## src/can_afrx_pkg.sv

```systemverilog
// shared types and constants for the can acceptance filter and receive ring
// no dependencies; imported by every module of the block
package can_afrx_pkg;

   // command codes carried in req_tuser
   localparam logic [1:0] CMD_SEND   = 2'd0;
   localparam logic [1:0] CMD_RECV   = 2'd1;
   localparam logic [1:0] CMD_ADD    = 2'd2;
   localparam logic [1:0] CMD_REMOVE = 2'd3;

   // status codes carried in rsp_tuser
   localparam logic [1:0] STAT_OK    = 2'd0;
   localparam logic [1:0] STAT_ERR   = 2'd1;
   localparam logic [1:0] STAT_EMPTY = 2'd2;

   // configuration register indexes
   localparam int         CSR_INDEX_W   = 1;
   localparam logic [0:0] CSR_RX_ENABLE = 1'b0;
   localparam logic [0:0] CSR_MATCH_ONLY = 1'b1;

   localparam logic [31:0] STD_ID_MAX = 32'h0000_07FF;
   localparam logic [31:0] EXT_ID_MAX = 32'h1FFF_FFFF;
   localparam logic [3:0]  DLC_MAX    = 4'd8;

   localparam int REQ_DATA_W = 168;
   localparam int RSP_DATA_W = 104;

   // input word, msg_id in the lowest bits
   typedef struct packed {
      logic [2:0]  pad;
      logic [3:0]  filter_slot;
      logic        filter_extended;
      logic [28:0] filter_mask;
      logic [28:0] filter_code;
      logic [63:0] msg_data;
      logic [3:0]  msg_dlc;
      logic        msg_rtr;
      logic        msg_extended;
      logic [31:0] msg_id;
   } req_word_type;

   // result word, added_slot in the lowest bits
   typedef struct packed {
      logic [63:0] rx_data;
      logic [3:0]  rx_dlc;
      logic        rx_rtr;
      logic        rx_extended;
      logic [28:0] rx_id;
      logic        frame_stored;
      logic [3:0]  added_slot;
   } rsp_word_type;

   typedef struct packed {
      logic        ext;
      logic [28:0] mask;
      logic [28:0] code;
   } filt_entry_type;

   typedef struct packed {
      logic [63:0] data;
      logic [3:0]  dlc;
      logic        rtr;
      logic        ext;
      logic [28:0] id;
   } ring_entry_type;

endpackage

```

## src/can_acceptance_filter_rx_fifo.sv

```systemverilog
// CAN acceptance filter with receive ring. One command is taken at a time on the req
// channel (send, receive, add filter, remove filter) and one result word comes back on
// the rsp channel; the next command is taken while that result waits. After decode, a
// remove, a rejected send and a receive on an empty ring go straight to the output
// state; a receive otherwise waits on the registered ring read, and a send stored
// without filtering passes through the push state. With filter matching on, a send
// scans the filter table one slot per cycle through its registered memory read; an add
// searches the active bits one slot per cycle. A finished command holds for as long as
// the previous result has not been taken. The ring holds RING_DEPTH - 1 frames; a send
// into a full ring is dropped with frame_stored low. No clearing pass follows reset.
module can_acceptance_filter_rx_fifo import can_afrx_pkg::*; #(
   parameter int FILTER_COUNT = 16,
   parameter int RING_DEPTH   = 32
) (
   input  logic                   clock,
   input  logic                   reset,
   input  logic                   req_tvalid,
   output logic                   req_tready,
   // msg_id, msg_extended, msg_rtr, msg_dlc, msg_data, filter_code, filter_mask,
   // filter_extended, filter_slot, zero pad
   input  logic [REQ_DATA_W-1:0]  req_tdata,
   input  logic [1:0]             req_tuser,   // cmd
   output logic                   rsp_tvalid,
   input  logic                   rsp_tready,
   // added_slot, frame_stored, rx_id, rx_extended, rx_rtr, rx_dlc, rx_data
   output logic [RSP_DATA_W-1:0]  rsp_tdata,
   output logic [1:0]             rsp_tuser,   // status
   input  logic                   csr_we,
   input  logic [CSR_INDEX_W-1:0] csr_index,
   input  logic                   csr_wdata
);

   localparam int FW = (FILTER_COUNT > 1) ? $clog2(FILTER_COUNT) : 1;
   localparam int RW = $clog2(RING_DEPTH);
   localparam int SW = ((FW > 4) ? FW : 4) + 1;
   localparam logic [FW-1:0] FLAST = FW'(FILTER_COUNT - 1);

   localparam logic [2:0] S_IDLE   = 3'd0;
   localparam logic [2:0] S_DECODE = 3'd1;
   localparam logic [2:0] S_FSCAN  = 3'd2;
   localparam logic [2:0] S_PUSH   = 3'd3;
   localparam logic [2:0] S_RDWAIT = 3'd4;
   localparam logic [2:0] S_ASCAN  = 3'd5;
   localparam logic [2:0] S_OUT    = 3'd6;

   logic [2:0]     state_ff, state_in;
   logic [1:0]     cmd_ff, cmd_in;
   req_word_type   req_ff, req_in;
   logic           rx_enable_ff, rx_enable_in;
   logic           match_only_ff, match_only_in;
   logic [FW-1:0]  scan_ff, scan_in;
   logic           iss_ff, iss_in;
   logic           chk_vld_ff, chk_vld_in;
   logic [FW-1:0]  chk_idx_ff, chk_idx_in;
   logic [1:0]     status_ff, status_in;
   rsp_word_type   res_ff, res_in;
   logic           rsp_valid_ff, rsp_valid_in;
   logic [1:0]     rsp_status_ff, rsp_status_in;
   rsp_word_type   rsp_word_ff, rsp_word_in;

   filt_entry_type          filt_rd, filt_wr_entry;
   logic                    filt_wr, filt_clr;
   logic [FILTER_COUNT-1:0] filt_active;
   ring_entry_type          ring_push_entry, ring_pop_entry;
   logic                    ring_push, ring_pop, ring_empty, ring_full;

   logic [31:0]   id_lim;
   logic          frame_ok, filt_hit, slot_in_range;
   logic [SW-1:0] slot_ext, added_ext;
   logic [FW-1:0] slot_idx;

   can_afrx_filter #(
      .FILTER_COUNT(FILTER_COUNT),
      .FW(FW)
   ) u_filter (
      .clock(clock),
      .reset(reset),
      .rd_addr(scan_ff),
      .rd_entry(filt_rd),
      .wr_en(filt_wr),
      .wr_addr(scan_ff),
      .wr_entry(filt_wr_entry),
      .clr_en(filt_clr),
      .clr_addr(slot_idx),
      .active(filt_active)
   );

   can_afrx_ring #(
      .RING_DEPTH(RING_DEPTH),
      .RW(RW)
   ) u_ring (
      .clock(clock),
      .reset(reset),
      .push(ring_push),
      .push_entry(ring_push_entry),
      .pop(ring_pop),
      .pop_entry(ring_pop_entry),
      .empty(ring_empty),
      .full(ring_full)
   );

   always_comb begin
      id_lim   = req_ff.msg_extended ? EXT_ID_MAX : STD_ID_MAX;
      frame_ok = (req_ff.msg_id <= id_lim) && (req_ff.msg_dlc <= DLC_MAX);
      // filt_rd belongs to the slot issued in the previous cycle
      filt_hit = (filt_rd.ext == req_ff.msg_extended) &&
                 (((req_ff.msg_id[28:0] ^ filt_rd.code) & filt_rd.mask) == 29'd0);
      slot_ext      = SW'(req_ff.filter_slot);
      slot_in_range = slot_ext < SW'(FILTER_COUNT);
      slot_idx      = slot_ext[FW-1:0];
      added_ext     = SW'(scan_ff);

      filt_wr_entry.ext  = req_ff.filter_extended;
      filt_wr_entry.mask = req_ff.filter_mask;
      filt_wr_entry.code = req_ff.filter_code;

      ring_push_entry.data = req_ff.msg_data;
      ring_push_entry.dlc  = req_ff.msg_dlc;
      ring_push_entry.rtr  = req_ff.msg_rtr;
      ring_push_entry.ext  = req_ff.msg_extended;
      ring_push_entry.id   = req_ff.msg_id[28:0];
   end

   always_comb begin
      state_in      = state_ff;
      cmd_in        = cmd_ff;
      req_in        = req_ff;
      scan_in       = scan_ff;
      iss_in        = iss_ff;
      chk_vld_in    = 1'b0;
      chk_idx_in    = chk_idx_ff;
      status_in     = status_ff;
      res_in        = res_ff;
      rsp_valid_in  = rsp_valid_ff;
      rsp_status_in = rsp_status_ff;
      rsp_word_in   = rsp_word_ff;
      rx_enable_in  = rx_enable_ff;
      match_only_in = match_only_ff;
      filt_wr       = 1'b0;
      filt_clr      = 1'b0;
      ring_push     = 1'b0;
      ring_pop      = 1'b0;
      req_tready    = (state_ff == S_IDLE);

      if (csr_we) begin
         unique case (csr_index)
            CSR_RX_ENABLE:  rx_enable_in  = csr_wdata;
            CSR_MATCH_ONLY: match_only_in = csr_wdata;
            default: ;
         endcase
      end

      if (rsp_valid_ff && rsp_tready) begin
         rsp_valid_in = 1'b0;
      end

      unique case (state_ff)
         S_IDLE: begin
            if (req_tvalid) begin
               req_in   = req_word_type'(req_tdata);
               cmd_in   = req_tuser;
               state_in = S_DECODE;
            end
         end
         S_DECODE: begin
            res_in    = '0;
            status_in = STAT_OK;
            scan_in   = '0;
            unique case (cmd_ff)
               CMD_SEND: begin
                  if (!frame_ok) begin
                     status_in = STAT_ERR;
                     state_in  = S_OUT;
                  end else if (!rx_enable_ff) begin
                     state_in = S_OUT;
                  end else if (match_only_ff) begin
                     iss_in   = 1'b1;
                     state_in = S_FSCAN;
                  end else begin
                     state_in = S_PUSH;
                  end
               end
               CMD_RECV: begin
                  if (ring_empty) begin
                     status_in = STAT_EMPTY;
                     state_in  = S_OUT;
                  end else begin
                     ring_pop = 1'b1;
                     state_in = S_RDWAIT;
                  end
               end
               CMD_ADD: begin
                  state_in = S_ASCAN;
               end
               CMD_REMOVE: begin
                  if (!slot_in_range || !filt_active[slot_idx]) begin
                     status_in = STAT_ERR;
                  end else begin
                     filt_clr = 1'b1;
                  end
                  state_in = S_OUT;
               end
               default: state_in = S_OUT;
            endcase
         end
         S_FSCAN: begin
            // issue one slot read a cycle, compare the slot read last cycle
            chk_vld_in = iss_ff;
            chk_idx_in = scan_ff;
            if (iss_ff) begin
               if (scan_ff == FLAST) begin
                  iss_in = 1'b0;
               end else begin
                  scan_in = scan_ff + 1'b1;
               end
            end
            if (chk_vld_ff && filt_active[chk_idx_ff] && filt_hit) begin
               state_in = S_PUSH;
            end else if (chk_vld_ff && chk_idx_ff == FLAST) begin
               state_in = S_OUT;
            end
         end
         S_PUSH: begin
            if (!ring_full) begin
               ring_push           = 1'b1;
               res_in.frame_stored = 1'b1;
            end
            state_in = S_OUT;
         end
         S_RDWAIT: begin
            res_in.rx_data     = ring_pop_entry.data;
            res_in.rx_dlc      = ring_pop_entry.dlc;
            res_in.rx_rtr      = ring_pop_entry.rtr;
            res_in.rx_extended = ring_pop_entry.ext;
            res_in.rx_id       = ring_pop_entry.id;
            state_in           = S_OUT;
         end
         S_ASCAN: begin
            if (!filt_active[scan_ff]) begin
               filt_wr           = 1'b1;
               res_in.added_slot = added_ext[3:0];
               state_in          = S_OUT;
            end else if (scan_ff == FLAST) begin
               status_in = STAT_ERR;
               state_in  = S_OUT;
            end else begin
               scan_in = scan_ff + 1'b1;
            end
         end
         S_OUT: begin
            if (!rsp_valid_ff || rsp_tready) begin
               rsp_word_in   = res_ff;
               rsp_status_in = status_ff;
               rsp_valid_in  = 1'b1;
               state_in      = S_IDLE;
            end
         end
         default: state_in = S_IDLE;
      endcase
   end

   always_ff @(posedge clock) begin
      if (reset) begin
         state_ff      <= S_IDLE;
         iss_ff        <= 1'b0;
         chk_vld_ff    <= 1'b0;
         rsp_valid_ff  <= 1'b0;
         rx_enable_ff  <= 1'b1;
         match_only_ff <= 1'b0;
      end else begin
         state_ff      <= state_in;
         iss_ff        <= iss_in;
         chk_vld_ff    <= chk_vld_in;
         rsp_valid_ff  <= rsp_valid_in;
         rx_enable_ff  <= rx_enable_in;
         match_only_ff <= match_only_in;
      end
   end

   always_ff @(posedge clock) begin
      cmd_ff        <= cmd_in;
      req_ff        <= req_in;
      scan_ff       <= scan_in;
      chk_idx_ff    <= chk_idx_in;
      status_ff     <= status_in;
      res_ff        <= res_in;
      rsp_status_ff <= rsp_status_in;
      rsp_word_ff   <= rsp_word_in;
   end

   assign rsp_tvalid = rsp_valid_ff;
   assign rsp_tdata  = rsp_word_ff;
   assign rsp_tuser  = rsp_status_ff;

   // ring read data is only consumed the cycle after a pop
   a_rdwait_after_pop: assert property (@(posedge clock) disable iff (reset)
      state_ff == S_RDWAIT |-> $past(ring_pop))
      else $error("ring read data used without a pop");

endmodule

```

## src/can_afrx_filter.sv

```systemverilog
// acceptance filter table: code/mask/type memory with registered read,
// plus per-slot active bits; depends on can_afrx_pkg
module can_afrx_filter import can_afrx_pkg::*; #(
   parameter int FILTER_COUNT = 16,
   parameter int FW = 4
) (
   input  logic                    clock,
   input  logic                    reset,
   input  logic [FW-1:0]           rd_addr,
   output filt_entry_type          rd_entry,
   input  logic                    wr_en,
   input  logic [FW-1:0]           wr_addr,
   input  filt_entry_type          wr_entry,
   input  logic                    clr_en,
   input  logic [FW-1:0]           clr_addr,
   output logic [FILTER_COUNT-1:0] active
);

   filt_entry_type          filt_mem [FILTER_COUNT];
   filt_entry_type          rd_entry_ff;
   logic [FILTER_COUNT-1:0] active_ff;
   logic [FILTER_COUNT-1:0] active_in;

   always_comb begin
      active_in = active_ff;
      if (wr_en) begin
         active_in[wr_addr] = 1'b1;
      end
      if (clr_en) begin
         active_in[clr_addr] = 1'b0;
      end
   end

   always_ff @(posedge clock) begin
      if (reset) begin
         active_ff <= '0;
      end else begin
         active_ff <= active_in;
      end
   end

   always_ff @(posedge clock) begin
      if (wr_en) begin
         filt_mem[wr_addr] <= wr_entry;
      end
      rd_entry_ff <= filt_mem[rd_addr];
   end

   assign rd_entry = rd_entry_ff;
   assign active   = active_ff;

   // an add only ever takes a free slot
   a_add_free: assert property (@(posedge clock) disable iff (reset)
      wr_en |-> !active_ff[wr_addr])
      else $error("filter add overwrote an active slot");

endmodule

```

## src/can_afrx_ring.sv

```systemverilog
// receive ring: frame memory with registered read and head/tail pointers,
// one slot kept free; depends on can_afrx_pkg
module can_afrx_ring import can_afrx_pkg::*; #(
   parameter int RING_DEPTH = 32,
   parameter int RW = 5
) (
   input  logic           clock,
   input  logic           reset,
   input  logic           push,
   input  ring_entry_type push_entry,
   input  logic           pop,
   output ring_entry_type pop_entry,
   output logic           empty,
   output logic           full
);

   localparam logic [RW-1:0] LAST = RW'(RING_DEPTH - 1);

   ring_entry_type ring_mem [RING_DEPTH];
   ring_entry_type pop_entry_ff;
   logic [RW-1:0]  head_ff, head_in, tail_ff, tail_in;
   logic [RW-1:0]  head_nx, tail_nx;

   always_comb begin
      head_nx = (head_ff == LAST) ? '0 : head_ff + 1'b1;
      tail_nx = (tail_ff == LAST) ? '0 : tail_ff + 1'b1;
      empty   = (head_ff == tail_ff);
      full    = (head_nx == tail_ff);
      head_in = push ? head_nx : head_ff;
      tail_in = pop ? tail_nx : tail_ff;
   end

   always_ff @(posedge clock) begin
      if (reset) begin
         head_ff <= '0;
         tail_ff <= '0;
      end else begin
         head_ff <= head_in;
         tail_ff <= tail_in;
      end
   end

   always_ff @(posedge clock) begin
      if (push) begin
         ring_mem[head_ff] <= push_entry;
      end
      if (pop) begin
         pop_entry_ff <= ring_mem[tail_ff];
      end
   end

   assign pop_entry = pop_entry_ff;

   a_no_overflow: assert property (@(posedge clock) disable iff (reset)
      push |-> !full)
      else $error("push into a full ring");

   a_no_underflow: assert property (@(posedge clock) disable iff (reset)
      pop |-> !empty)
      else $error("pop from an empty ring");

   a_push_fills: assert property (@(posedge clock) disable iff (reset)
      push && !pop |=> !empty)
      else $error("ring empty right after a push");

endmodule

```

## config.mk

```make
export PLATFORM = sky130hd
export DESIGN_NAME = can_acceptance_filter_rx_fifo
export DESIGN_NICKNAME = d
export VERILOG_FILES = /design/src/can_afrx_pkg.sv /design/src/can_acceptance_filter_rx_fifo.sv /design/src/can_afrx_filter.sv /design/src/can_afrx_ring.sv
export SDC_FILE = /design/constraint.sdc
export NUM_CORES = 2
export LEC_CHECK = 0
export BUFFER_PORTS_ARGS = -buffer_cell sky130_fd_sc_hd__buf_2
export CAP_MARGIN = 40
export CELL_PAD_IN_SITES_DETAIL_PLACEMENT = 1
export CELL_PAD_IN_SITES_GLOBAL_PLACEMENT = 1
export CORE_UTILIZATION = 35
export CTS_CLUSTER_SIZE = 10
export DETAILED_ROUTE_END_ITERATION = 10
export PLACE_DENSITY_LB_ADDON = 0.1
export SETUP_SLACK_MARGIN = 0.02
export SLEW_MARGIN = 25
export SYNTH_ARGS = -nofsm -noshare
export SYNTH_HDL_FRONTEND = slang
export SYNTH_MEMORY_MAX_BITS = 65536
export SYNTH_SLANG_ARGS = --single-unit
```

## constraint.sdc

```tcl
create_clock -name clock -period 12.45 [get_ports clock]
set_input_delay 3.735 -clock clock [delete_from_list [all_inputs] [get_ports clock]]
set_output_delay 3.735 -clock clock [all_outputs]
set_load 0.02 [all_outputs]
```

Word-level counts from Yosys, hierarchy flattened
Memory sizes are Yosys's and may differ from the RTL's. A register that Yosys moved wholly into a read port is not among the register bits.
Cells that the tools add are included.
- flip-flop bits (word level): 421
- bits in latches: 0
- memory bits (writable): 4112
- ROM bits: 0
- output and inout port bits: 108
- logic and storage cells: 182
- memories: 2
- memories (memory ; depth ; width ; rd ports ; clocked after memory_dff ; write ports ; RTL line ; RTL):
    u_ring.ring_mem ; 32 ; 99 ; 1 ; 1 ; 1 ; can_afrx_ring.sv:19 ; ring_entry_type ring_mem [RING_DEPTH];
    u_filter.filt_mem ; 16 ; 59 ; 1 ; 1 ; 1 ; can_afrx_filter.sv:19 ; filt_entry_type filt_mem [FILTER_COUNT];
- $add $sub $neg: 3
- multiply operators: 0
- div/mod/pow operators: 0
- order comparisons: 7
- equality and inequality tests: 29
- shift operators: 0
- mux-type cells: 67
- bitwise operators: 7
- reduce and logical (&&, ||, !) cells: 30
- operator list (kind ; count):
    case mux 99 bit (2 select lines) ; 1
    <= comparator 32 x 29 -> 1 bit ; 1
    two-way mux 1 bit ; 32
    two-way mux 16 bit ; 2
    bitwise AND 29 bit ; 1
    zero test 29 bit ; 1
    two-way mux 29 bit ; 1
    bitwise XOR 29 bit ; 1
    two-way mux 3 bit ; 8
    inequality test 2 bit (second input constant) ; 10
    case mux 3 bit (6 select lines) ; 1
    bitwise AND 16 bit ; 1
    two-way mux 4 bit ; 4
    NOT 16 bit ; 1
    OR 16 bit ; 1
    less-than comparator 4 x 5 -> 1 bit (second input constant) ; 3
    binary-select mux 1 bit (select 4 bit) ; 3
    case mux 3 bit (4 select lines) ; 1
    case mux 4 bit (3 select lines) ; 1
    AND reduction 2 bit ; 6
    adder 5 x 1 -> 5 bit (second input constant) ; 2
    == test 5 bit ; 2
    == test 5 bit (second input constant) ; 2
    two-way mux 5 bit ; 2
    other kinds (30) ; 55

Logic depth before layout (Yosys ltp)
- depth in word-level cells: 8
- depth in mapped cells: 11

Cells and area by module
Synthesis repeated with hierarchy kept, for this count alone.
- cells, all modules: 7666
- area total of the unflattened synthesis: 174398.5 um^2
- by module, submodules not included (module ; times used ; cells an instance ; area each (um^2) ; sequential area each (um^2)):
    can_afrx_ring ; 1 ; 5347 ; 123090.6 ; 98304.3
    can_afrx_filter ; 1 ; 1590 ; 37095.6 ; 29848.6
    can_acceptance_filter_rx_fifo ; 1 ; 729 ; 14212.4 ; 11781.3

Worst setup path before layout
OpenSTA, ideal clock, no wires.
- path kind: input -> register
- start: in rsp_tready
- end: reg rsp_word_ff (netlist bit rsp_tdata[0]), enable pin
- library setup time: 0.702 ns
- arrival: 10.989 ns
- required time: 11.748 ns
- setup slack: 0.759 ns
- cell stages on the path: 2
- path buffers: 0
- cells stage by stage: nor2b_1 > nor3_1
- longest elaborated chain between the ends: 2
- ends and longest elaborated chain (item ; RTL line ; RTL):
    from (decl) ; can_acceptance_filter_rx_fifo.sv:24 ; input logic rsp_tready,
    logical OR 1 bit ; can_acceptance_filter_rx_fifo.sv:251 ; if (!rsp_valid_ff || rsp_tready) begin
    AND reduction 2 bit (no source line) ; - ;
    to (signal assigned) ; can_acceptance_filter_rx_fifo.sv:288 ; rsp_word_ff <= rsp_word_in;
    to (decl) ; can_acceptance_filter_rx_fifo.sv:59 ; rsp_word_type rsp_word_ff, rsp_word_in;
No other way between the ends.
A chain may end at the register's enable or synchronous reset.

Worst setup path after layout
- start: reg state_ff[2]
- end: out req_tready
- longest elaborated chain between the ends: 1
- ends and longest elaborated chain (item ; RTL line ; RTL):
    from (decl) ; can_acceptance_filter_rx_fifo.sv:46 ; logic [2:0] state_ff, state_in;
    from (signal assigned) ; can_acceptance_filter_rx_fifo.sv:271 ; state_ff <= state_in;
    zero test 3 bit ; can_acceptance_filter_rx_fifo.sv:143 ; req_tready = (state_ff == S_IDLE);
    to (decl) ; can_acceptance_filter_rx_fifo.sv:18 ; output logic req_tready,
No other way between the ends.

==> impl_results.md <==
- Run status: finished, violations left
- Violations in the final reports: DRC
- Cts bufs inserted: 560
- Area added between synthesis and finish: 16.86%
- Clock Sinks: around 4,700
- Post-route clock period utilization: 49.96%
- Max-capacitance violation count: 0
- Clock Latency Late Sink: 1080 ps
- Area of combinational cells with multiple inputs: 33,770 sq um
- Horizontal die dimension: 708.6 um
- Final Hold Fails: 0
- Post-detailed-routing wire length: 500,300 um
- Clock root buffer: clkbuf_16
- EDFF count, synth: 4,598
- Max_slew headroom: 28.28%
- Post-CTS Resized: 0
- Clock H-tree levels: 6
- Count of yosys warnings during synthesis: 0
- DRC Markers: 24
- Sort of element at the end of the critical path: output pin
- Count of final max-slew check failures: 0
- Post-cts hold buffer count: 0
- Cell area power density: 183.2 nW/um^2
- Residual overflow from global routing: 0
- Total nets after synthesis: between 7,000 and 8,000
- Number of port buffers: 281
- Leak: 61.98 nW
- Met3 usage in global routing: 2.474%
- Remaining antenna violation count: 0
- Antenna violations before repair: ~60
- Arrival time reported for the critical path endpoint: 2490 ps
- Kind of critical path: register to output pin
- Clock transition at the registers of the reported paths: 50 ps
- Fraction of layout instances using a drive strength above 1: 33.97%
- Fraction of met1 tracks used by global routing: 27.14%
- Placed wire-length estimate after detailed placement: 270,000 um
- Post-DR wirelength/cell: around 34 um
- Register area: 140,000 sq um
- # fillers: 45,180
- Top-count cell post-synth: edfxtp_1
- Leading post-synthesis cells by instance count: 4,598 x edfxtp_1, 1,297 x mux4_2, 201 x clkbuf_1
- Netlist cell types: 60
- Weighted congestion reported at the end of routability-driven placement: 0.7266
- Cell area after synthesis: between 150,000 and 200,000 sq um
- Vias in the first global route: 84,840
- Final setup fails: 0
- Critical path launch point type: register
- Largest net degree at the start of global routing: ~140
- Floorplan die area: 502,100 sq um
- Data required time of the critical path: 8710 ps
- Met2 Usage GRT: 34.02%
- IO Count: 285
- Clock tree from TritonCTS: built
- Effective utilization at floorplan: around a third
- Global-route wire length before repair: 691,900 um
- CORE AREA: 497,400 sq um
- Number of placement rows: approximately 260
- Number of buffers inserted to repair setup after CTS: 0
- Cell count after placement: 13,800
- Unrepaired setup endpoints after global routing: no
- Worst-case register-to-register setup slack: 6840 ps
- Overall via count from detail_route: 78,190
- Post-Route Skew: 51.83 ps
- Tmin final: just over 6000 ps
- Seq/Total Area, Yosys: 80.07%
- Transition at the pin with the smallest max-transition slack: 1076 ps
- Number of flip-flops and latches in the synthesized netlist: roughly 4,700
- Highest fanout seen on the critical path: 15
- Library cell occupying the most area in the post-synthesis netlist: edfxtp_1
- Die extent in y: around 710 um
- Async S/R FF share, synth: 0%
- Final TNS setup: 0 ps
- Maximum operating frequency: 160.8 MHz
- Syn avg cell area: 25.32 sq um
- Proportion of netlist area held by the largest area contributor: 79.01%
- Post-synthesis cell count: 6,902
- Worst Hold Margin: 418.0 ps
- Class of the tightest hold or removal check: register to register
- Largest cells by area after synthesis: edfxtp_1 79%, mux4_2 17%, dfxtp_1 1.1%, mux2_2 0.64%, clkbuf_1 0.43%
- Maximum ir drop on the vdd rail: around 0.15 mV
- Count of placed standard cells in the final layout, fillers left out: 14,680
- Detailed-routing iteration count for the pre-antenna-repair pass: 8
- Leading register cell type out of synthesis: edfxtp_1
- Iteration-0 DRC count of the detailed router: 6,891
- Most heavily used metal layer in global routing: met2
- Net count of the finished layout: 7,960
- Deepest clock path buffer count: 4
- Mean number of vias per cell: 5.328
- Global router's overall resource usage: 19.74%
## per-stage QoR
stage	util, %	worst slack (ps)	instance area (sq um)	power, W
finish	41.05	6230	204200	0.03742
global route	41.05	6111	204200	0.03871
detailed placement	37.65	5735	187300	0.02302
global placement	37.26	5548	185300	0.02279
CTS	40.89	5727	203400	0.03793
floorplan	-	759.2	174800	0.02122
## layout make-up
cell class	instances	share of cell area, %
sequential	4691	68.53
clock buffer	730	7.263
multi-input combinational	1871	16.54
antenna	6	0.007352
tap	6655	4.077
inverter	9	0.02022
timing repair buffer	621	2.948
clock inverter	94	0.6170
## worst max-delay path, stage by stage, from the launching register on
cell and delay (ps):
dfxtp_1 330, buf_4 210, nor3_4 610, buf_2 290
## flip-flops by register name, summed over array words and instances, names as in the netlist, 59 cells and up
signal / count
u_ring.ring_mem: 3168
req_ff: 102
filt_wr_entry: 59
u_filter.filt_mem: 944
u_filter.rd_entry: 59
res_ff: 104
u_ring.pop_entry: 99
rsp_tdata: 104
## where the power goes
part	internal, W	switching (W)	leakage [nW]
clock	0.00841	0.00636	7.74
combinational	0.00103	0.00211	12.0
sequential	0.0189	0.000576	42.3
## cells by family after synthesis
logic type | synth area share (%)
XOR/XNOR | 0.2005
AO/OA/AOI/OAI | 0.3458
flip-flops | 80.07
adder cells (fa/ha/maj) | 0.2076
buffers and inverters | 0.7811
multiplexers | 17.42
AND/OR/NAND/NOR | 0.9701
## cell usage in the layout, fill, tap and decap left out, types with 10 or more instances in the layout
master     count
o21a_1        11
nand3_1       16
nor2_1        43
and2_1        99
clkinv_1      30
buf_8         59
edfxtp_1    4598
nor2_4        28
a22oi_1       14
xor2_1        34
clkinv_16     18
buf_16        49
clkbuf_1     161
and2_4        13
nand2_1       27
ha_1          29
dfxtp_1       88
buf_4        175
clkinv_8      10
mux2_2        99
buf_2        282
buf_12        49
clkbuf_16    568
mux4_2      1297
inv_6         17
a21oi_1       27
o21ai_0       11
## per-layer routing
| metal | vias to the layer above | wire (um) |
|---|---|---|
| li1 | 31530 | - |
| met1 | 44120 | 215300 |
| met2 | 1907 | 254000 |
| met3 | 629 | 21760 |
| met4 | 6 | 9265 |
| met5 | - | 41 |
## path summary, 6_finish.rpt
check / cells past startpoint / startpoint / to
hold / removal: 0 / res_ff[6] / rsp_tdata[6]
setup reg to reg: 10 / u_ring.head_ff[0] / u_ring.ring_mem[23][52]
hold reg to reg: 0 / res_ff[6] / rsp_tdata[6]
setup / recovery: 3 / state_ff[2] / req_tready
Power figures use the tool's default switching activity.
